--- src/design/assert_macros.svh ---
// Assertion helpers; every use sits in a module with clk and rst_n.
`ifndef ASSERT_MACROS_SVH
`define ASSERT_MACROS_SVH

// Condition holds at every clock edge outside reset.
`define ASSERT_ALWAYS(lbl, cond) \
    lbl: assert property (@(posedge clk) disable iff (!rst_n) (cond)) \
        else $error("assertion failed");

// Antecedent implies consequent in the same cycle.
`define ASSERT_IMPLY(lbl, ante, cons) \
    lbl: assert property (@(posedge clk) disable iff (!rst_n) (ante) |-> (cons)) \
        else $error("assertion failed");

// Antecedent implies consequent in the next cycle.
`define ASSERT_NEXT(lbl, ante, cons) \
    lbl: assert property (@(posedge clk) disable iff (!rst_n) (ante) |=> (cons)) \
        else $error("assertion failed");

`endif

--- src/design/mrg_pkg.sv ---
package mrg_pkg;

    localparam int FIELD_W = 32;
    localparam int LABEL_W = 12;
    localparam int ROW_W   = 6;
    localparam int STEP_W  = 5;
    localparam int RCFG_W  = 7;
    localparam int CCFG_W  = 6;

    localparam logic CFG_NUM_ROWS = 1'b0;
    localparam logic CFG_NUM_COLS = 1'b1;

    localparam logic [3:0] OP_NONE   = 4'd0;
    localparam logic [3:0] OP_LOAD   = 4'd1;
    localparam logic [3:0] OP_LABEL  = 4'd2;
    localparam logic [3:0] OP_RIGHT  = 4'd3;
    localparam logic [3:0] OP_FINAL  = 4'd4;
    localparam logic [3:0] OP_BOTTOM = 4'd5;
    localparam logic [3:0] OP_OPEN   = 4'd6;
    localparam logic [3:0] OP_CLEAR  = 4'd7;
    localparam logic [3:0] OP_FINISH = 4'd8;

    typedef struct packed {
        logic [3:0]        op;
        logic [STEP_W-1:0] step;
    } mrg_cmd_t;

    typedef struct packed {
        logic last;
        logic out_busy;
    } mrg_stat_t;

endpackage

--- src/design/mrg_datapath.sv ---
`include "assert_macros.svh"

module mrg_datapath
    import mrg_pkg::*;
#(
    parameter int MAX_COLS = 32,
    parameter int MAX_ROWS = 64
)
(
    input  logic               clk,
    input  logic               rst_n,
    input  mrg_cmd_t           cmd,
    output mrg_stat_t          stat,
    input  logic [RCFG_W-1:0]  num_rows,
    input  logic [CCFG_W-1:0]  num_cols,
    input  logic [FIELD_W-1:0] in_right,
    input  logic [FIELD_W-1:0] in_bottom,
    output logic [FIELD_W-1:0] out_right,
    output logic [FIELD_W-1:0] out_bottom,
    output logic [ROW_W-1:0]   out_row,
    output logic               out_done,
    output logic               out_valid,
    input  logic               out_ready
);

    localparam int I1 = (MAX_COLS > 1) ? 1 : 0;

    typedef logic [LABEL_W-1:0] label_t;
    typedef logic [MAX_COLS-1:0] cvec_t;

    label_t             lab_reg  [MAX_COLS];
    label_t             lab_next [MAX_COLS];
    label_t             nl_reg, nl_next, nl_inc;
    logic [ROW_W-1:0]   row_reg;
    cvec_t              vld_reg, rch_reg, bch_reg, rgt_reg, bot_reg;
    cvec_t              vld_next, rch_next, bch_next, rgt_next, bot_next;
    cvec_t              rgt_fin, bot_fin, match, free_match;
    logic [FIELD_W-1:0] out_right_reg, out_bottom_reg;
    logic [ROW_W-1:0]   out_row_reg;
    logic               out_done_reg, out_valid_reg;

    logic [CCFG_W-1:0]  cols_eff, k6;
    logic [RCFG_W-1:0]  rows_eff;
    logic               last, has_next, in_use, jn, other, open;
    label_t             lab0, lab1, src;

    function automatic int nx(input int p);
        return (p == MAX_COLS - 1) ? 0 : p + 1;
    endfunction

    function automatic cvec_t rot(input cvec_t v);
        cvec_t r;
        for (int p = 0; p < MAX_COLS; p++)
            r[p] = v[nx(p)];
        return r;
    endfunction

    always_comb
    begin
        if (num_cols == '0)
            cols_eff = CCFG_W'(1);
        else if (num_cols > CCFG_W'(MAX_COLS))
            cols_eff = CCFG_W'(MAX_COLS);
        else
            cols_eff = num_cols;
        if (num_rows == '0)
            rows_eff = RCFG_W'(1);
        else if (num_rows > RCFG_W'(MAX_ROWS))
            rows_eff = RCFG_W'(MAX_ROWS);
        else
            rows_eff = num_rows;
    end

    assign last     = ({1'b0, row_reg} + RCFG_W'(1)) >= rows_eff;
    assign k6       = CCFG_W'(cmd.step);
    assign has_next = (k6 + CCFG_W'(1)) < cols_eff;
    assign in_use   = k6 < cols_eff;
    assign lab0     = lab_reg[0];
    assign lab1     = lab_reg[I1];
    assign nl_inc   = (nl_reg + label_t'(1) == '0) ? label_t'(1) : nl_reg + label_t'(1);

    always_comb
    begin
        for (int p = 0; p < MAX_COLS; p++)
        begin
            match[p]      = vld_reg[p] && (lab_reg[p] == lab0);
            free_match[p] = match[p] && !bot_reg[p];
            rgt_fin[p]    = rgt_reg[p] || (CCFG_W'(p) == cols_eff - CCFG_W'(1));
            bot_fin[p]    = last ? vld_reg[p] : bot_reg[p];
        end
        other = |(match & ~cvec_t'(1));
        open  = |free_match;
    end

    always_comb
    begin
        lab_next = lab_reg;
        nl_next  = nl_reg;
        vld_next = vld_reg;
        rch_next = rch_reg;
        bch_next = bch_reg;
        rgt_next = rgt_reg;
        bot_next = bot_reg;
        jn       = 1'b0;
        src      = '0;
        unique case (cmd.op)
            OP_LOAD:
            begin
                for (int p = 0; p < MAX_COLS; p++)
                    vld_next[p] = CCFG_W'(p) < cols_eff;
                rch_next = in_right[MAX_COLS-1:0];
                bch_next = in_bottom[MAX_COLS-1:0];
                rgt_next = '0;
                bot_next = '0;
            end
            OP_LABEL, OP_RIGHT, OP_FINAL, OP_BOTTOM, OP_OPEN:
            begin
                // whole row rotates one place; column k sits at position 0
                vld_next = rot(vld_reg);
                rch_next = rot(rch_reg);
                bch_next = rot(bch_reg);
                rgt_next = rot(rgt_reg);
                bot_next = rot(bot_reg);
                if (cmd.op == OP_RIGHT)
                    jn = has_next && !rch_reg[0] && (lab0 != lab1);
                else if (cmd.op == OP_FINAL)
                    jn = has_next && (lab0 != lab1);
                for (int p = 0; p < MAX_COLS; p++)
                begin
                    src = lab_reg[nx(p)];
                    lab_next[p] = (jn && vld_reg[nx(p)] && src == lab1) ? lab0 : src;
                end
                unique case (cmd.op)
                    OP_LABEL:
                    begin
                        if (in_use && lab0 == '0)
                        begin
                            lab_next[MAX_COLS-1] = nl_reg;
                            nl_next              = nl_inc;
                        end
                    end
                    OP_RIGHT:
                        rgt_next[MAX_COLS-1] = has_next && !jn;
                    OP_FINAL:
                        rgt_next[MAX_COLS-1] = rgt_reg[0] && !jn;
                    OP_BOTTOM:
                        bot_next[MAX_COLS-1] = vld_reg[0] && bch_reg[0] && other;
                    default:
                        // first cell of a set with no opening gets reopened
                        bot_next[MAX_COLS-1] = bot_reg[0] && open;
                endcase
            end
            OP_CLEAR:
            begin
                for (int p = 0; p < MAX_COLS; p++)
                    if (bot_reg[p])
                        lab_next[p] = '0;
            end
            OP_FINISH:
            begin
                if (last)
                begin
                    for (int p = 0; p < MAX_COLS; p++)
                        lab_next[p] = '0;
                    nl_next = label_t'(1);
                end
            end
            default:
            begin
            end
        endcase
    end

    always_ff @(posedge clk or negedge rst_n)
    begin
        if (!rst_n)
        begin
            for (int p = 0; p < MAX_COLS; p++)
                lab_reg[p] <= '0;
            nl_reg        <= label_t'(1);
            row_reg       <= '0;
            out_valid_reg <= 1'b0;
        end
        else
        begin
            lab_reg <= lab_next;
            nl_reg  <= nl_next;
            if (cmd.op == OP_FINISH)
            begin
                row_reg       <= last ? '0 : row_reg + ROW_W'(1);
                out_valid_reg <= 1'b1;
            end
            else if (out_ready)
                out_valid_reg <= 1'b0;
        end
    end

    always_ff @(posedge clk)
    begin
        vld_reg <= vld_next;
        rch_reg <= rch_next;
        bch_reg <= bch_next;
        rgt_reg <= rgt_next;
        bot_reg <= bot_next;
        if (cmd.op == OP_FINISH)
        begin
            out_right_reg  <= FIELD_W'(rgt_fin);
            out_bottom_reg <= FIELD_W'(bot_fin);
            out_row_reg    <= row_reg;
            out_done_reg   <= last;
        end
    end

    assign out_right     = out_right_reg;
    assign out_bottom    = out_bottom_reg;
    assign out_row       = out_row_reg;
    assign out_done      = out_done_reg;
    assign out_valid     = out_valid_reg;
    assign stat.last     = last;
    assign stat.out_busy = out_valid_reg && !out_ready;

    `ASSERT_ALWAYS(a_label_nonzero, nl_reg != '0)
    `ASSERT_NEXT(a_maze_restart, cmd.op == OP_FINISH && last, row_reg == '0 && nl_reg == label_t'(1))
    `ASSERT_NEXT(a_finish_shows, cmd.op == OP_FINISH, out_valid_reg)

endmodule
--- config.mk ---
export PLATFORM = sky130hd
export DESIGN_NAME = mrg_datapath
export DESIGN_NICKNAME = d
export VERILOG_FILES = /design/src/design/mrg_pkg.sv /design/src/design/mrg_datapath.sv
export VERILOG_INCLUDE_DIRS = /design/src /design/src/design
export SDC_FILE = /design/constraint.sdc
export NUM_CORES = 2
export LEC_CHECK = 0
export ABC_CLOCK_PERIOD_IN_PS = 12600
export BUFFER_PORTS_ARGS = -buffer_cell sky130_fd_sc_hd__buf_4
export CORE_ASPECT_RATIO = 0.7
export CORE_MARGIN = 2
export CORE_UTILIZATION = 40
export CTS_BUF_LIST = sky130_fd_sc_hd__clkbuf_8
export DETAILED_ROUTE_END_ITERATION = 12
export GPL_TIMING_DRIVEN = 0
export PLACE_DENSITY_LB_ADDON = 0.25
export SYNTH_ARGS = -nofsm -noshare
export SYNTH_HDL_FRONTEND = slang
export SYNTH_SLANG_ARGS = --single-unit
--- constraint.sdc ---
create_clock -name clk -period 12.6 [get_ports clk]
set_clock_uncertainty 0.2 [all_clocks]
set_input_delay 3.78 -clock clk [delete_from_list [all_inputs] [get_ports clk]]
set_output_delay 3.78 -clock clk [all_outputs]
set_load 0.01 [all_outputs]
; Yosys cells after proc, flatten, opt, wreduce, memory -nomap -nowiden
; Index checks and enable logic that the tools add are counted.
[word_totals]
register_bits = 634
inputBits = 89
output_inout_bits = 74
[op_classes]
addsub = 5
n_lt_le_gt_ge = 37
eq_ne = 137
mux = 121
reduce_logical = 247
[op_table]
columns = cell, n
row1 = case mux 384 bit (3 select lines), 1
row2 = 2-to-1 mux 12 bit, 69
row3 = == test 12 bit, 61
row4 = 2-to-1 mux 384 bit, 1
row5 = case mux 32 bit (2 select lines), 5
row6 = logical AND 1 bit, 134
row7 = == test 5 x 6 -> 1 bit (first input constant), 16
row8 = < comparator 5 x 6 -> 1 bit (first input constant), 16
row9 = AND reduction 3 bit, 31
row10 = != test 2 bit (second input constant), 36
row11 = == test 4 x 6 -> 1 bit (first input constant), 8
row12 = < comparator 4 x 6 -> 1 bit (first input constant), 8
row13 = 2-to-1 mux 1 bit, 37
row14 = logical NOT 1 bit, 35
row15 = logical OR 1 bit, 32
row16 = OR reduction 32 bit, 1
row17 = OR reduction 31 bit, 1
row18 = == test 3 x 6 -> 1 bit (first input constant), 4
row19 = logical NOT 12 bit, 2
row20 = < comparator 3 x 6 -> 1 bit (first input constant), 4
row21 = case mux 12 bit (2 select lines), 1
row22 = 2-to-1 mux 6 bit, 3
row23 = == test 4 x 3 -> 1 bit (second input constant), 4
row24 = 2-to-1 mux 7 bit, 2
row25 = other kinds (26), 35

; Depth between registers and ports, before layout
[depth]
ltp_word = 12
mapped_depth = 15
mapped_depth_nobuf = 12

; Worst setup path after synthesis
; No wires, ideal clock.
[synth_path]
path_kind = input to register
start = input cmd[7] in the netlist's numbering
end = register bch_reg[0] (enable)
setup_time_ps = 876
arrival_ps = 15028
t_required_ps = 11524
setup_slack_ps = -3504
cell_stages = 3
n_path_buf = 1
cell_sequence = clkbuf_1 > nor3_1 > nor3_1
[synth_between]
elab_chain_cells = 3
[synth_rtl]
columns = item, line
row1 = "start, declared", mrg_datapath.sv:12  ; input mrg_cmd_t cmd,
row2 = == test 4 x 2 -> 1 bit / == test 4 x 3 -> 1 bit (equally long branches), mrg_datapath.sv:106  ; unique case (cmd.op)
row3 = OR reduction 5 bit, mrg_datapath.sv:106
row4 = nonzero test 2 bit (no source line) (*), n/a
row5 = "end signal, assigned", mrg_datapath.sv:202  ; bch_reg <= bch_next;
row6 = "end, declared", mrg_datapath.sv:35  ; cvec_t vld_reg, rch_reg, bch_reg, rgt_reg, bot_reg;
; Mark *: on every way between the ends. The rest lies on a longest branch, timed or not.
; A chain may end at the register's enable or synchronous reset.

; Worst setup path in the final report
[layout_path]
start = input num_rows[1]
end = output stat[1] in the netlist's numbering
[layout_between]
elab_chain_cells = 4
[layout_rtl]
columns = item, line
row1 = "start, declared", mrg_datapath.sv:14  ; input logic [RCFG_W-1:0] num_rows,
row2 = > comparator 7 bit, mrg_datapath.sv:68  ; else if (num_rows > RCFG_W'(MAX_ROWS))
row3 = 2-to-1 mux 7 bit, mrg_datapath.sv:68
row4 = 2-to-1 mux 7 bit (*), mrg_datapath.sv:66  ; if (num_rows == '0)
row5 = greater-or-equal comparator 7 bit (*), mrg_datapath.sv:74  ; assign last = ({1'b0, row_reg} + RCFG_W'(1)) >= rows_eff;
row6 = "end, declared", mrg_datapath.sv:13  ; output mrg_stat_t stat,
; Marks and branches as above.

==> flow_summary_export.csv <==
group,metric,value,unit
run_status,status,"finished with violations",
run_status,violations,"capacitance limit, slew limit",
clock_tree,clkTransAtPathRegs,0.06,ns
detailed_routing,ant_nets,0,
detailed_routing,wl_per_cell,32.7,µm
logic_synthesis,synthArstFlopShare,0.636,
global_route,grt_pass1_wl,232000,µm
finish,drive_gt1_frac,0.138,
sta,rsz0062_at_grt,"false",
die,die_w,371,µm
power,peakVddDrop,0.0980,mV
detailed_routing,drc,0,
logic_synthesis,synth_flop_cell,"dfrtp_1",
detailed_routing,drt_iter0_drc,4952,
clock_tree,clock_latency,0.84,ns
sta,fmax,92.7,MHz
run,maxCapViolCount,2,
sta,tightest_slew,1.59,ns
global_route,first_global_vias,29600,
global_route,grt_max_degree,111,
finish,final_area,42900,µm²
logic_synthesis,synth.distinct_cells,57,
power,p_sw,0.00191,W
clock_tree,cts_sinks,634,
place,place_hpwl,117000,µm
power,clock_power_share,0.334,
sta,timing.final.ws_setup,1.81,ns
logic_synthesis,syn-cell-area,37800,µm²
setup_path,reg2reg_depth,10,
detailed_routing,viasPerCell,6.25,
setup_path,cp_max_fo,11,
die,fp-row-count,94,
finish,area_growth_syn_to_layout,13.7,%
detailed_routing,wirelength,166000,µm
logic_synthesis,synthCells,3456,
logic_synthesis,synth-seq-cells,634,
worst_hold_path,hold_class,"reg -> reg",
clock_tree,cts_setup_buffers,0,
setup_path,crit_type,"in -> out",
clock_tree,htreeDepth,3,
logic_synthesis,synth_top_area_frac,0.266,
clock_tree,cts_tree,"done",
place,place_area,40900,µm²
die,core,93700,µm²
setup_path,crit_path_max_incr_delay,0.90,ns
sta,period_needed,10.79,ns
die,initial_core_util,0.403,
sta,whs,0.310,ns
sta,finalSetupViolations,0,
power,internal_power,0.00366,W
logic_synthesis,ys_top_cells_by_area,"dfrtp_1, edfxtp_1, xnor2_1",
power,seqPwrFrac,0.439,
detailed_routing,drtPass1Iterations,6,
setup_path,cp.arrival,6.81,ns
setup_path,critPathLaunchType,"primary input",
clock_tree,ctsResizeCount,0,
setup_path,worst_setup_path_end_kind,"output pin",
logic_synthesis,ys_seq_area_frac,0.451,
place,port_buffers,159,
sta,hold_viol_final,0,
detailed_routing,num_vias,31700,
power,p_leak,20.3,nW
die,io_pins,163,
clock_tree,cts_buffers,101,
finish,nNetsFinal,3840,
die,dieArea,96900,µm²
clock_tree,clk_path_buf_depth,3,
power,combPwrFrac,0.227,
sta,setup_tns,0,ns
finish,largest_register_ffs,360,
setup_path,cp.required,8.62,ns
setup_path,slowest_stage,"clkbuf_1",
die,dieHeight,261,µm
logic_synthesis,synth-edff-count,231,
global_route,antenna_found_initial,6,
clock_tree,clock-root-buffer,"clkbuf_8",
worst_hold_path,min_path_cells,2,
sta,slew_headroom,-0.0603,
setup_path,crit_top_cell,"buf_4",
global_route,overflow,0,
logic_synthesis,synth_largest_area_cell,"dfrtp_1",
sta,fin_crit_sh,0.856,
logic_synthesis,synth.most_common_cell,"xnor2_1",
logic_synthesis,syn_nets,3564,
place,gp_congestion,1.03,
global_route,grt_usage,0.338,
clock_tree,hold_buffers,0,
logic_synthesis,yosys-top-cells-count,"xnor2_1, dfrtp_1, mux2i_1, o2bb2ai_1, nand2_1",
logic_synthesis,ys_warn_count,0,
logic_synthesis,syn_avg_cell_area,10.9,µm²
power,p_per_area,130,nW/µm²
setup_path,path_cells,"buf_4 -> nor3_1 -> a21oi_1 -> nor2_1 -> ha_1 -> nand2b_1 -> a21o_1 -> a21oi_1 -> o21ai_0 -> a31o_2 -> clkbuf_1 -> clkbuf_1 -> buf_4 -> buf_4",
sta,finalMaxSlewViolations,21,
power,switching_share,0.344,
place,dp_slack,1.83,ns
[per-stage QoR]
stage	util	total power, W	std cells
final	0.458	0.00557	5073
after global routing	0.458	0.00574	5067
after CTS	0.458	0.00551	5065
after detailed placement	0.436	0.00367	4877
after global placement	0.432	0.00366	4863
after floorplan	-	0.00316	3456
[cell families after synthesis]
group                      Yosys count  synth area share
and+or+nand+nor                    764             0.107
muxes                              411             0.110
AOI/OAI and AO/OA                  566             0.118
buffers and inverters              322            0.0361
xor gates and xnor gates           740             0.172
DFF                                634             0.451
adders and majority gates           19           0.00630
[power by group through the flow]
stage	Combinational (W)	Clock [W]	Sequential [W]
CTS	0.00121	0.00187	0.00243
global placement	0.00118	0	0.00248
detailed placement	0.00120	0	0.00247
global route	0.00132	0.00197	0.00245
floorplan	0.000754	0	0.00240
finish	0.00127	0.00186	0.00244
[routing by layer]
layer	GRT usage	vias to the layer above	wire (µm)
met5	0	-	135
met4	0.110	2	5910
met3	0.152	383	25800
met2	0.422	2343	61200
met1	0.505	15900	72600
li1	-	13100	-
[cell usage in the layout, fill, tap and decap left out, types with 79 or more instances in the layout]
master,synthesis,layout
xnor2_1,490,490
nand4_1,102,102
clkbuf_8,0,120
edfxtp_1,231,231
xor2_1,250,250
dfrtp_1,402,402
clkbuf_1,177,174
mux2i_1,378,378
buf_2,110,113
nand2_1,292,292
nor4_1,79,79
o2bb2ai_1,372,372
buf_4,4,162
[critical path: cells and delay by family]
| kind | cells | cell delay (ns) |
|---|---|---|
| simple gates | 3 | 0.37 |
| buf+inv | 5 | 1.93 |
| compound gates | 5 | 0.59 |
| fa+ha+maj | 1 | 0.13 |
[path summary, 6_finish.rpt]
kind,startpoint,endpoint,slack (ns)
worst max-delay path,num_rows[1],stat[1],1.81
worst min-delay path,rch_reg[29]$_DFFE_PP_,rch_reg[28]$_DFFE_PP_,0.31
worst max register to register,lab0[6]$_DFFE_PN0P_,bot_reg[31]$_SDFFCE_PP0P_,7.22
worst min register to register,rch_reg[29]$_DFFE_PP_,rch_reg[28]$_DFFE_PP_,0.31
max in group asynchronous,rst_n,lab_reg[125]$_DFFE_PN0P_,8.08
min in group asynchronous,rst_n,lab_reg[271]$_DFFE_PN0P_,2.87
[cell type report]
class	instances	area, µm²
antenna	8	20.0
multi-input combinational	2500	19400
timing repair buffer	173	1510
buffer	302	1300
clock buffer	120	1650
fill	8947	50800
inverter	20	75.1
clock inverter	68	399
sequential	634	17000
tap	1248	1560
Note: power is estimated with default switching activity, not from simulation.
