`src/design/assert_macros.svh`:
```
// Assertion helpers; every use sits in a module with clk and rst_n.
`ifndef ASSERT_MACROS_SVH
`define ASSERT_MACROS_SVH

// Condition holds at every clock edge outside reset.
`define ASSERT_ALWAYS(lbl, cond) \
    lbl: assert property (@(posedge clk) disable iff (!rst_n) (cond)) \
        else $error("assertion failed");

// Antecedent implies consequent in the same cycle.
`define ASSERT_IMPLY(lbl, ante, cons) \
    lbl: assert property (@(posedge clk) disable iff (!rst_n) (ante) |-> (cons)) \
        else $error("assertion failed");

// Antecedent implies consequent in the next cycle.
`define ASSERT_NEXT(lbl, ante, cons) \
    lbl: assert property (@(posedge clk) disable iff (!rst_n) (ante) |=> (cons)) \
        else $error("assertion failed");

`endif

```
`src/design/mrg_pkg.sv`:
```
package mrg_pkg;

    localparam int FIELD_W = 32;
    localparam int LABEL_W = 12;
    localparam int ROW_W   = 6;
    localparam int STEP_W  = 5;
    localparam int RCFG_W  = 7;
    localparam int CCFG_W  = 6;

    localparam logic CFG_NUM_ROWS = 1'b0;
    localparam logic CFG_NUM_COLS = 1'b1;

    localparam logic [3:0] OP_NONE   = 4'd0;
    localparam logic [3:0] OP_LOAD   = 4'd1;
    localparam logic [3:0] OP_LABEL  = 4'd2;
    localparam logic [3:0] OP_RIGHT  = 4'd3;
    localparam logic [3:0] OP_FINAL  = 4'd4;
    localparam logic [3:0] OP_BOTTOM = 4'd5;
    localparam logic [3:0] OP_OPEN   = 4'd6;
    localparam logic [3:0] OP_CLEAR  = 4'd7;
    localparam logic [3:0] OP_FINISH = 4'd8;

    typedef struct packed {
        logic [3:0]        op;
        logic [STEP_W-1:0] step;
    } mrg_cmd_t;

    typedef struct packed {
        logic last;
        logic out_busy;
    } mrg_stat_t;

endpackage

```
`src/design/mrg_ctrl.sv`:
```
`include "assert_macros.svh"

module mrg_ctrl
    import mrg_pkg::*;
#(
    parameter int MAX_COLS = 32
)
(
    input  logic      clk,
    input  logic      rst_n,
    input  logic      in_valid,
    output logic      in_ready,
    input  mrg_stat_t stat,
    output mrg_cmd_t  cmd
);

    localparam int CW = (MAX_COLS > 1) ? $clog2(MAX_COLS) : 1;
    localparam logic [CW-1:0] K_LAST = CW'(MAX_COLS - 1);

    localparam logic [2:0] S_IDLE   = 3'd0;
    localparam logic [2:0] S_LABEL  = 3'd1;
    localparam logic [2:0] S_RIGHT  = 3'd2;
    localparam logic [2:0] S_FINAL  = 3'd3;
    localparam logic [2:0] S_BOTTOM = 3'd4;
    localparam logic [2:0] S_OPEN   = 3'd5;
    localparam logic [2:0] S_CLEAR  = 3'd6;
    localparam logic [2:0] S_OUT    = 3'd7;

    logic [2:0]    state_reg, state_next;
    logic [CW-1:0] k_reg, k_next;
    logic          pass_end;

    assign pass_end = (k_reg == K_LAST);

    always_comb
    begin
        state_next = state_reg;
        k_next     = k_reg;
        in_ready   = 1'b0;
        cmd.op     = OP_NONE;
        cmd.step   = STEP_W'(k_reg);
        unique case (state_reg)
            S_IDLE:
            begin
                in_ready = 1'b1;
                if (in_valid)
                begin
                    cmd.op     = OP_LOAD;
                    state_next = S_LABEL;
                end
            end
            S_LABEL, S_RIGHT, S_FINAL, S_BOTTOM, S_OPEN:
            begin
                unique case (state_reg)
                    S_LABEL:  cmd.op = OP_LABEL;
                    S_RIGHT:  cmd.op = OP_RIGHT;
                    S_FINAL:  cmd.op = OP_FINAL;
                    S_BOTTOM: cmd.op = OP_BOTTOM;
                    default:  cmd.op = OP_OPEN;
                endcase
                k_next = k_reg + CW'(1);
                if (pass_end)
                begin
                    k_next = '0;
                    unique case (state_reg)
                        S_LABEL:  state_next = S_RIGHT;
                        S_RIGHT:  state_next = stat.last ? S_FINAL : S_BOTTOM;
                        S_BOTTOM: state_next = S_OPEN;
                        S_OPEN:   state_next = S_CLEAR;
                        default:  state_next = S_OUT;
                    endcase
                end
            end
            S_CLEAR:
            begin
                cmd.op     = OP_CLEAR;
                state_next = S_OUT;
            end
            default:
            begin
                // wait until the output register can take the row
                if (!stat.out_busy)
                begin
                    cmd.op     = OP_FINISH;
                    state_next = S_IDLE;
                end
            end
        endcase
    end

    always_ff @(posedge clk or negedge rst_n)
    begin
        if (!rst_n)
        begin
            state_reg <= S_IDLE;
            k_reg     <= '0;
        end
        else
        begin
            state_reg <= state_next;
            k_reg     <= k_next;
        end
    end

    `ASSERT_IMPLY(a_idle_step_zero, state_reg == S_IDLE, k_reg == '0)

endmodule

```
`config.mk`:
```
export PLATFORM = sky130hd
export DESIGN_NAME = mrg_ctrl
export DESIGN_NICKNAME = d
export VERILOG_FILES = /design/src/design/mrg_pkg.sv /design/src/design/mrg_ctrl.sv
export VERILOG_INCLUDE_DIRS = /design/src /design/src/design
export SDC_FILE = /design/constraint.sdc
export NUM_CORES = 1
export LEC_CHECK = 0
export BUFFER_PORTS_ARGS = -buffer_cell sky130_fd_sc_hd__buf_2
export CAP_MARGIN = 10
export CORE_AREA = 2 2 39 41
export DETAILED_ROUTE_END_ITERATION = 16
export DIE_AREA = 0 0 41 43
export MAX_ROUTING_LAYER = met4
export PLACE_DENSITY = 0.61
export RECOVER_POWER = 50
export SETUP_SLACK_MARGIN = 0.5
export SLEW_MARGIN = 10
export SYNTH_ARGS = -nofsm -noshare
export SYNTH_HDL_FRONTEND = slang
export SYNTH_SLANG_ARGS = --single-unit
```
`constraint.sdc`:
```
create_clock -name clk -period 5.2 [get_ports clk]
set_input_delay 0.26 -clock clk [delete_from_list [all_inputs] [get_ports clk]]
set_output_delay 0.26 -clock clk [all_outputs]
set_load 0.02 [all_outputs]
```
Word level (Yosys, flattened, before mapping):

Index checks and enable logic that the tools add are counted.

* logic and storage cells: 28
* output and inout port bits: 10
* register bits after elaboration: 8
* input port bits: 5

* multiplexer cells: 12
* eq/ne operators: 10
* reductions and logical operators: 3
* $add $sub $neg: 1

Operator list (count)
* 3-bit case mux with 4 select lines: 2
* 3-bit 2-to-1 mux: 4
* 4-bit case mux with 3 select lines: 1
* 3-bit == test (second input constant): 3
* 3-bit case mux with 3 select lines: 1
* 3-bit by 2-bit == test with 1-bit output (second input constant): 2
* 5-bit by 1-bit adder with 5-bit output (second input constant): 1
* 5-bit == test (second input constant): 1
* 5-bit 2-to-1 mux: 1
* 5-bit OR reduction: 1
* 4-bit 2-to-1 mux: 1
* 2-bit inequality test (second input constant): 2
* 4-bit by 1-bit inequality test with 1-bit output (second input constant): 1
* 3-bit by 1-bit == test with 1-bit output (second input constant): 1
* 3-bit zero test: 1
* 3-bit AND reduction: 1
* 1-bit 2-to-1 mux: 2

Logic depth before layout (Yosys ltp):

Gate-level depths: netlist of run 1.

* depth after elaboration: 4
* mapped depth: 7
* depth with buffers taken out: 6

Worst setup path before layout of run 1:

Ideal clock, no wire load.

* path type: reg2reg
* start point: register k_reg[0]
* end point: register k_reg[3]
* buffers on the path: 1
* data required time: 5.064 ns
* clock period less this slack: 1.840 ns
* stages on the path, launching flop included: 8
* setup slack: 3.360 ns
* arrival time: 1.704 ns
* cells stage by stage: dfrtp_1 ha_1 and3_1 ha_1 clkbuf_1 a31oi_1 o31ai_1 o41ai_2

* cells in the longest elaborated chain, start to end: 2

RTL lines
* from (decl): RTL line mrg_ctrl.sv:30 `logic [CW-1:0] k_reg, k_next;`
* from (signal assigned): RTL line mrg_ctrl.sv:101 `k_reg <= k_next;`
* 5-bit by 1-bit adder with 5-bit output or 5-bit == test (tied branches): RTL line mrg_ctrl.sv:61, mrg_ctrl.sv:33
* 5-bit 2-to-1 mux (*): RTL line mrg_ctrl.sv:62 `if (pass_end)`

Every way passes the cells marked *; elsewhere a longest branch is shown, timed or not.
A chain may end at the register's enable or synchronous reset.

==> reports/summary.txt, run 1 <==
Final TNS setup -> 0 ns
area leader, netlist -> dfrtp_1
Core Rows -> 14
Worst Max-Slew Pin Slew -> 0.442 ns
Pleak -> 0.000270 µW
Routed WL -> 1080 µm
I/O Buffers -> 14
syn_nets -> 63
Final Cell Area -> 619 µm²
Setup CP Type -> register to primary output
R2R Path End -> k_reg[3]
hpwl dp -> 783 µm
Global Route Usage Sum -> 0.153
Max Cap Viol -> 0
Root Buffer Master -> clkbuf_4
RD Place Congestion -> 0.708
Seq cells post-synth -> 8
Syn. warnings -> 0
first-pass GRT wire length -> 1680 µm
CTS buffer count -> 3
Area after DPL -> 594 µm²
crit end category -> primary output
clock sink total -> 8
number of global-route vias before repair -> 402
layout cells sized above 1 -> 0.229
Diodes inserted -> 0
fin nets -> 79
startpoint types -> register
number of H-tree levels -> 1
total power draw -> 411 µW
top area cells in the synthesized netlist -> dfrtp_1, o21ai_0, mux2_4
synthesized area -> 526 µm²
VDD IR-drop max -> 0.426 mV
CP arrival -> 1.59 ns
Rel. slew slack -> 0.705
CP max FO -> 15
drc violations -> 0
pwr/cell area -> 664 nW/µm²
DRT antenna net count -> 0
CP required -> 4.94 ns
initial antenna violation count -> 0
Die Height -> 43 µm
post-synth top area share -> 0.381
setup ws final -> 3.35 ns
pre-CTS setup slack -> 3.40 ns
Routed WL per cell -> 12.5 µm
period utilisation layout -> 0.355
post-CTS sizing -> 0
mean post-synth cell area -> 9.38 µm²
Worst-path clk slew -> 0.05 ns
critical register-to-register path startpoint -> k_reg[0]
Hold Path Cell Cnt -> 3
worst r2r path cells -> 6
outcome -> completed
reg2reg setup slack -> 3.40 ns
most frequent cells in the layout -> buf_2, dfrtp_1, nor2_1, o21ai_0, clkbuf_1
final hold vios -> 0
DRT Pass-1 Iters -> 4
library cells used by synthesis -> 31
min-delay src -> stat[0]
Finish-stage setup viols -> 0
# IOs -> 15
P&R area growth vs syn -> 17.9%
via count -> 480
Tmin final -> 1.85 ns
full die area -> 1760 µm²
fmax -> 0.541 GHz
largest net degree at the start of global routing -> 16
Initial Util -> 0.380
Syn Inst Count -> 56
Core Box Area -> 1380 µm²
hold endpoint -> state_reg[2]
Worst-Skew Late Latency -> 0.25 ns
die width -> 41 µm
max reg flops -> 5
final cell count without fillers -> 86
Via density -> 5.58
clock skew -> 0.00367 ns
fin. max-slew vios -> 0
Starting DRT DRC Count -> 8
Hold Path Class -> input port to register
Placed Cells -> 82
Seq/Total Area, Yosys -> 0.381
TritonCTS clock tree -> built
RSZ-0062 raised after global routing -> no
Congestion Overflow GR -> 0
CTS Buffer Depth -> 2
## worst max-delay path: stages (launching register included)
cell and delay (ns):
dfrtp_1 0.61, nand2_1 0.16, nor3b_1 0.34, buf_2 0.23
## kinds of logic (layout without fill, tap and decap cells)
group	after synthesis	in the layout	synth area share
buffers and inverters	5	19	0.0476
muxes	2	2	0.0571
adders and majority gates	2	2	0.0476
xor gates and xnor gates	2	2	0.0333
DFF	8	8	0.381
AOI/OAI and AO/OA	14	14	0.181
and+or+nand+nor	23	23	0.252
## cell usage after synthesis
cell type,number
dfrtp_1,8
nor2_1,6
o21ai_0,6
a31oi_1,2
buf_2,2
ha_1,2
mux2_4,2
nand2_1,2
nand3_1,2
nor3_1,2
nor4b_1,2
a21oi_1,1
a22oi_1,1
a32oi_1,1
and2_0,1
and2_1,1
and3_1,1
buf_4,1
clkbuf_1,1
inv_1,1
nand2b_1,1
nand3b_1,1
nor3_2,1
nor3b_1,1
nor4_1,1
o21a_1,1
o31ai_1,1
o41ai_2,1
or2_4,1
xnor2_1,1
xor2_1,1
## stage by stage
step | utilization | hold slack (ns)
3_5_place_dp | 0.429 | 0.114
6_report | 0.448 | 0.288
3_3_place_gp | 0.429 | 0.112
4_1_cts | 0.453 | 0.281
2_1_floorplan | - | -0.0356
5_1_grt | 0.448 | 0.305
## power by group
group	total [µW]	leakage, µW	internal, µW	switching [µW]
clock	47.2	0.0000138	26.4	20.8
sequential	150	0.0000960	91.5	58.2
combinational	214	0.000160	95.3	119
## layer usage
metal / share of wire / track usage
met5: 0 / -
met1: 0.44 / 0.177
met2: 0.47 / 0.219
met3: 0.070 / 0.0314
met4: 0.019 / 0.120
## area by class of cell
| class | instances | area [µm²] |
|---|---|---|
| Timing Repair Buffer | 15 | 72.6 |
| Multi-Input combinational cell | 43 | 300 |
| Tap cell | 16 | 20.0 |
| Fill cell | 144 | 764 |
| Sequential cell | 8 | 200 |
| Inverter | 1 | 3.75 |
| Clock buffer | 3 | 22.5 |
## timing repair
action | CTS | global route
hold endpoints to repair | 8 | 0
buffers inserted | 0 | 0
hold buffers | 1 | 0
## how the worst max path moves through the flow
| stage | startpoint | endpoint | slack [ns] | depth (start not counted) |
|---|---|---|---|---|
| 6_report | state_reg[1] | cmd[8] | 3.35 | 3 |
| 5_1_grt | k_reg[0] | k_reg[2] | 3.18 | 6 |
| 4_1_cts | state_reg[1] | cmd[8] | 3.35 | 3 |
| 3_5_place_dp | k_reg[0] | k_reg[3] | 3.40 | 6 |
| 3_3_place_gp | k_reg[0] | k_reg[3] | 3.49 | 6 |
| 2_1_floorplan | k_reg[0] | k_reg[3] | 3.36 | 7 |
Power figures use the tool's default switching activity.
==> inputs of run 2 (changes only) <==
- clock period: 5.2 -> 1.7 ns (I/O delays scaled with it)
==> reports/summary.txt, run 2 (synthesis gave the netlist of run 1 again) <==
fmax -> 0.689 GHz
die width -> 41 µm
final hold vios -> 0
Starting DRT DRC Count -> 10
via count -> 551
startpoint types -> register
Crit. Startpoint -> k_reg[1]
fin. max-slew vios -> 0
hpwl dp -> 862 µm
Core Rows -> 14
drc violations -> 0
fin nets -> 99
I/O Buffers -> 14
Worst-Skew Late Latency -> 0.26 ns
Initial Util -> 0.380
# fillers -> 117
crit end category -> register
CP peak stage delay -> 0.39 ns
DRT Pass-1 Iters -> 4
Via density -> 5.15
RSZ-0062 raised after global routing -> yes
# IOs -> 15
clock sink total -> 8
Finish-stage setup viols -> 0
CP max FO -> 10
first-pass GRT wire length -> 2320 µm
outcome -> completed
Worst path most repeated cell -> ha_4
P&R area growth vs syn -> 70.0%
Worst Max-Slew Pin Slew -> 0.474 ns
layout cells sized above 1 -> 0.527
initial antenna violation count -> 0
number of global-route vias before repair -> 532
Root Buffer Master -> clkbuf_4
VDD IR-drop max -> 1.25 mV
Core Util, Final -> 0.646
Routed WL -> 1390 µm
TritonCTS clock tree -> built
Die Height -> 43 µm
pwr/cell area -> 2020 nW/µm²
Tmin final -> 1.45 ns
critical register-to-register path startpoint -> k_reg[1]
pre-CTS setup slack -> 0.178 ns
Worst-path clk slew -> 0.07 ns
most common cell after layout, fill and taps aside -> buf_4
Core Box Area -> 1380 µm²
Setup CP Type -> register to register
worst-path cell chain -> ha_4 -> and3_4 -> ha_4 -> a31oi_1 -> o31ai_1 -> o41ai_2
Placed Cells -> 86
Diodes inserted -> 0
clock skew -> 0.0150 ns
min-delay src -> in_valid
CP arrival -> 1.57 ns
final cell count without fillers -> 107
WP buf/inv -> 0
number of H-tree levels -> 1
CTS buffer count -> 3
Global Route Usage Sum -> 0.198
RD Place Congestion -> 0.800
Hold Path Class -> input port to register
largest net degree at the start of global routing -> 11
CTS Buffer Depth -> 2
Max Cap Viol -> 0
DRT antenna net count -> 0
max reg flops -> 5
CP max stage cell -> dfrtp_2
Final TNS setup -> 0 ns
CP required -> 1.82 ns
full die area -> 1760 µm²
Pleak -> 0.000389 µW
Routed WL per cell -> 13.0 µm
Congestion Overflow GR -> 0
Rel. slew slack -> 0.684
setup ws final -> 0.249 ns
period utilisation layout -> 0.854
most frequent cells in the layout -> buf_4, buf_6, clkbuf_1
cell family with most CP delay -> compound AO/OA/AOI/OAI gates
==> run 2: cell types whose count changed in the layout (fill, tap and decap cells not counted), sizes merged <==
cell / previous run / this run
buf: 8 / 28
clkbuf: 9 / 10
==> run 2: stage by stage <==
stage                     total power [µW]  hold slack [ns]  area [µm²]
final                                 1810            0.170         893
after global routing                  1960            0.221         893
after CTS                             1710            0.163         840
after detailed placement              1270          -0.0589         668
after global placement                1270          -0.0610         668
after floorplan                       1030           -0.211         583
==> run 2: worst paths after layout <==
kind | end | slack (ns) | cells after the start
max | k_reg[3] | 0.25 | 6
min | state_reg[0] | 0.17 | 3
max reg2reg | k_reg[3] | 0.25 | 6
min reg2reg | k_reg[3] | 0.54 | 1
max in group asynchronous | k_reg[0] | 1.07 | 2
min in group asynchronous | state_reg[0] | 0.28 | 2
==> run 2: report_power, final <==
part	internal, µW	total, µW	switching (µW)
registers	286	386	100
clock network	90.0	160	70.5
logic	665	1260	596
==> run 2: layout make-up <==
type,count,area [µm²],share of cell area
Sequential cell,8,203,0.227
Timing Repair Buffer,35,263,0.294
Multi-Input combinational cell,43,378,0.423
Clock buffer,4,26.3,0.0294
Inverter,1,3.75,0.00420
Tap cell,16,20.0,0.0224
==> run 2: layer usage <==
layer,track usage,up-vias,share of wire
met5,-,-,0
met4,0.100,0,0.010
met3,0.0157,2,0.038
met2,0.328,17,0.53
met1,0.223,258,0.42
li1,-,274,-
==> run 2: tightest hold or removal path, stage by stage <==
cell and delay [ns]:
buf_2 0.09, a32oi_1 0.05, a22oi_1 0.16
==> run 2: what timing repair did <==
action	4_1_cts	5_1_grt
resized for setup	11	8
pin swaps	4	2
setup endpoints to repair	13	13
hold buffers	1	0
setup buffers	13	3
hold endpoints to repair	8	0
==> inputs of run 3 (changes only) <==
--- a/config.mk
+++ b/config.mk
@@ -12,5 +12,4 @@
 export DETAILED_ROUTE_END_ITERATION = 16
 export DIE_AREA = 0 0 41 43
-export MAX_ROUTING_LAYER = met4
 export PLACE_DENSITY = 0.61
 export RECOVER_POWER = 50
==> constraint.sdc (replaced) <==
create_clock -name clk -period 1.7 [get_ports clk]
set_input_delay 0.34 -clock clk [delete_from_list [all_inputs] [get_ports clk]]
set_output_delay 0.34 -clock clk [all_outputs]
set_load 0.02 [all_outputs]
==> reports/summary.txt, run 3 (synthesis gave the netlist of run 1 again) <==
fin nets -> 100
Diodes inserted -> 0
worst r2r path cells -> 6
Max Cap Viol -> 0
P&R area growth vs syn -> 85.5%
Hold Path Cell Cnt -> 3
Pleak -> 0.000408 µW
full die area -> 1760 µm²
VDD IR-drop max -> 1.12 mV
pwr/cell area -> 2040 nW/µm²
Final TNS setup -> 0 ns
number of global-route vias before repair -> 523
met3 Usage GRT -> 0.0314
final hold vios -> 0
startpoint types -> register
pre-CTS setup slack -> 0.139 ns
CP max stage cell -> dfrtp_2
Finish-stage setup viols -> 0
reg2reg setup slack -> 0.22 ns
Rel. slew slack -> 0.696
Hold Path Class -> input port to register
Area after DPL -> 724 µm²
cell family with most CP delay -> flip-flops
hpwl dp -> 910 µm
met1 usage -> 0.253
Die Height -> 43 µm
routing usage on met2 -> 0.300
CTS buffer count -> 3
Worst-path clk slew -> 0.06 ns
RSZ-0062 raised after global routing -> yes
number of H-tree levels -> 1
Core Rows -> 14
Worst Max-Slew Pin Slew -> 0.455 ns
Routed WL -> 1490 µm
most common cell after layout, fill and taps aside -> buf_4
CP peak stage delay -> 0.47 ns
fmax -> 0.663 GHz
Initial Util -> 0.380
worst-path cell chain -> buf_6 -> nor3_4 -> nor2_2 -> buf_6
DRT antenna net count -> 0
crit end category -> primary output
Tmin final -> 1.51 ns
Routed WL per cell -> 13.8 µm
die width -> 41 µm
# IOs -> 15
Congestion Overflow GR -> 0
outcome -> completed
first-pass GRT wire length -> 2300 µm
period utilisation layout -> 0.887
layout cells sized above 1 -> 0.630
I/O Buffers -> 14
Worst-Skew Late Latency -> 0.25 ns
largest net degree at the start of global routing -> 11
TritonCTS clock tree -> built
fin. max-slew vios -> 0
via count -> 578
CP max FO -> 5
Via density -> 5.35
drc violations -> 0
clock skew -> 0.00667 ns
Final Cell Area -> 975 µm²
max reg flops -> 5
Setup CP Type -> register to primary output
Root Buffer Master -> clkbuf_4
Global Route Usage Sum -> 0.196
setup ws final -> 0.193 ns
Core Box Area -> 1380 µm²
clock sink total -> 8
GRT busiest layer -> met2
Crit path depth -> 4
WP buf/inv -> 2
RD Place Congestion -> 0.720
CP required -> 1.36 ns
initial antenna violation count -> 0
CTS Buffer Depth -> 2
most frequent cells in the layout -> buf_4, buf_6, clkbuf_1
DRT Pass-1 Iters -> 4
Worst path most repeated cell -> buf_6
CP arrival -> 1.17 ns
Starting DRT DRC Count -> 10
[run 3: power breakdown]
| part | switching (µW) | internal (µW) |
|---|---|---|
| clock | 63.7 | 89.7 |
| sequential | 144 | 293 |
| combinational | 628 | 766 |
[run 3: metrics by stage]
stage	total power (µW)	utilization	hold WS, ns	std cells
4_1_cts	1940	0.687	0.456	104
5_1_grt	2120	0.704	0.483	108
3_5_place_dp	1410	0.524	0.193	87
3_3_place_gp	1390	0.524	0.192	87
2_1_floorplan	1160	-	0.0444	56
6_report	1980	0.704	0.466	108
[run 3: final timing paths]
kind,from,endpoint
max,state_reg[1],cmd[5]
min,in_valid,state_reg[0]
max reg2reg,k_reg[1],k_reg[3]
min reg2reg,k_reg[3],k_reg[3]
max in group asynchronous,rst_n,state_reg[2]
min in group asynchronous,rst_n,k_reg[2]
[run 3: worst min-delay path, delay by kind of cell]
family | cells | cell delay [ns]
buf+inv | 1 | 0.11
compound gates | 2 | 0.21
[run 3: metal layers]
layer  share of wire  wire length (µm)
met1            0.42               618
met2            0.54               798
met3           0.033                49
met4           0.013                19
met5               0                 0
[run 3: what timing repair did]
item,4_1_cts,5_1_grt
hold buffers,1,0
buffers inserted,12,4
resized for setup,30,4
pin swaps,8,1
hold endpoints to repair,8,0
setup endpoints to repair,16,18
[run 3: cell type report]
class                      count  area, µm²
timing repair buffer          36        295
multi-input combinational     43        423
clock buffer                   4       26.3
inverter                       1       3.75
sequential                     8        206
fill                         119        409
tap                           16       20.0
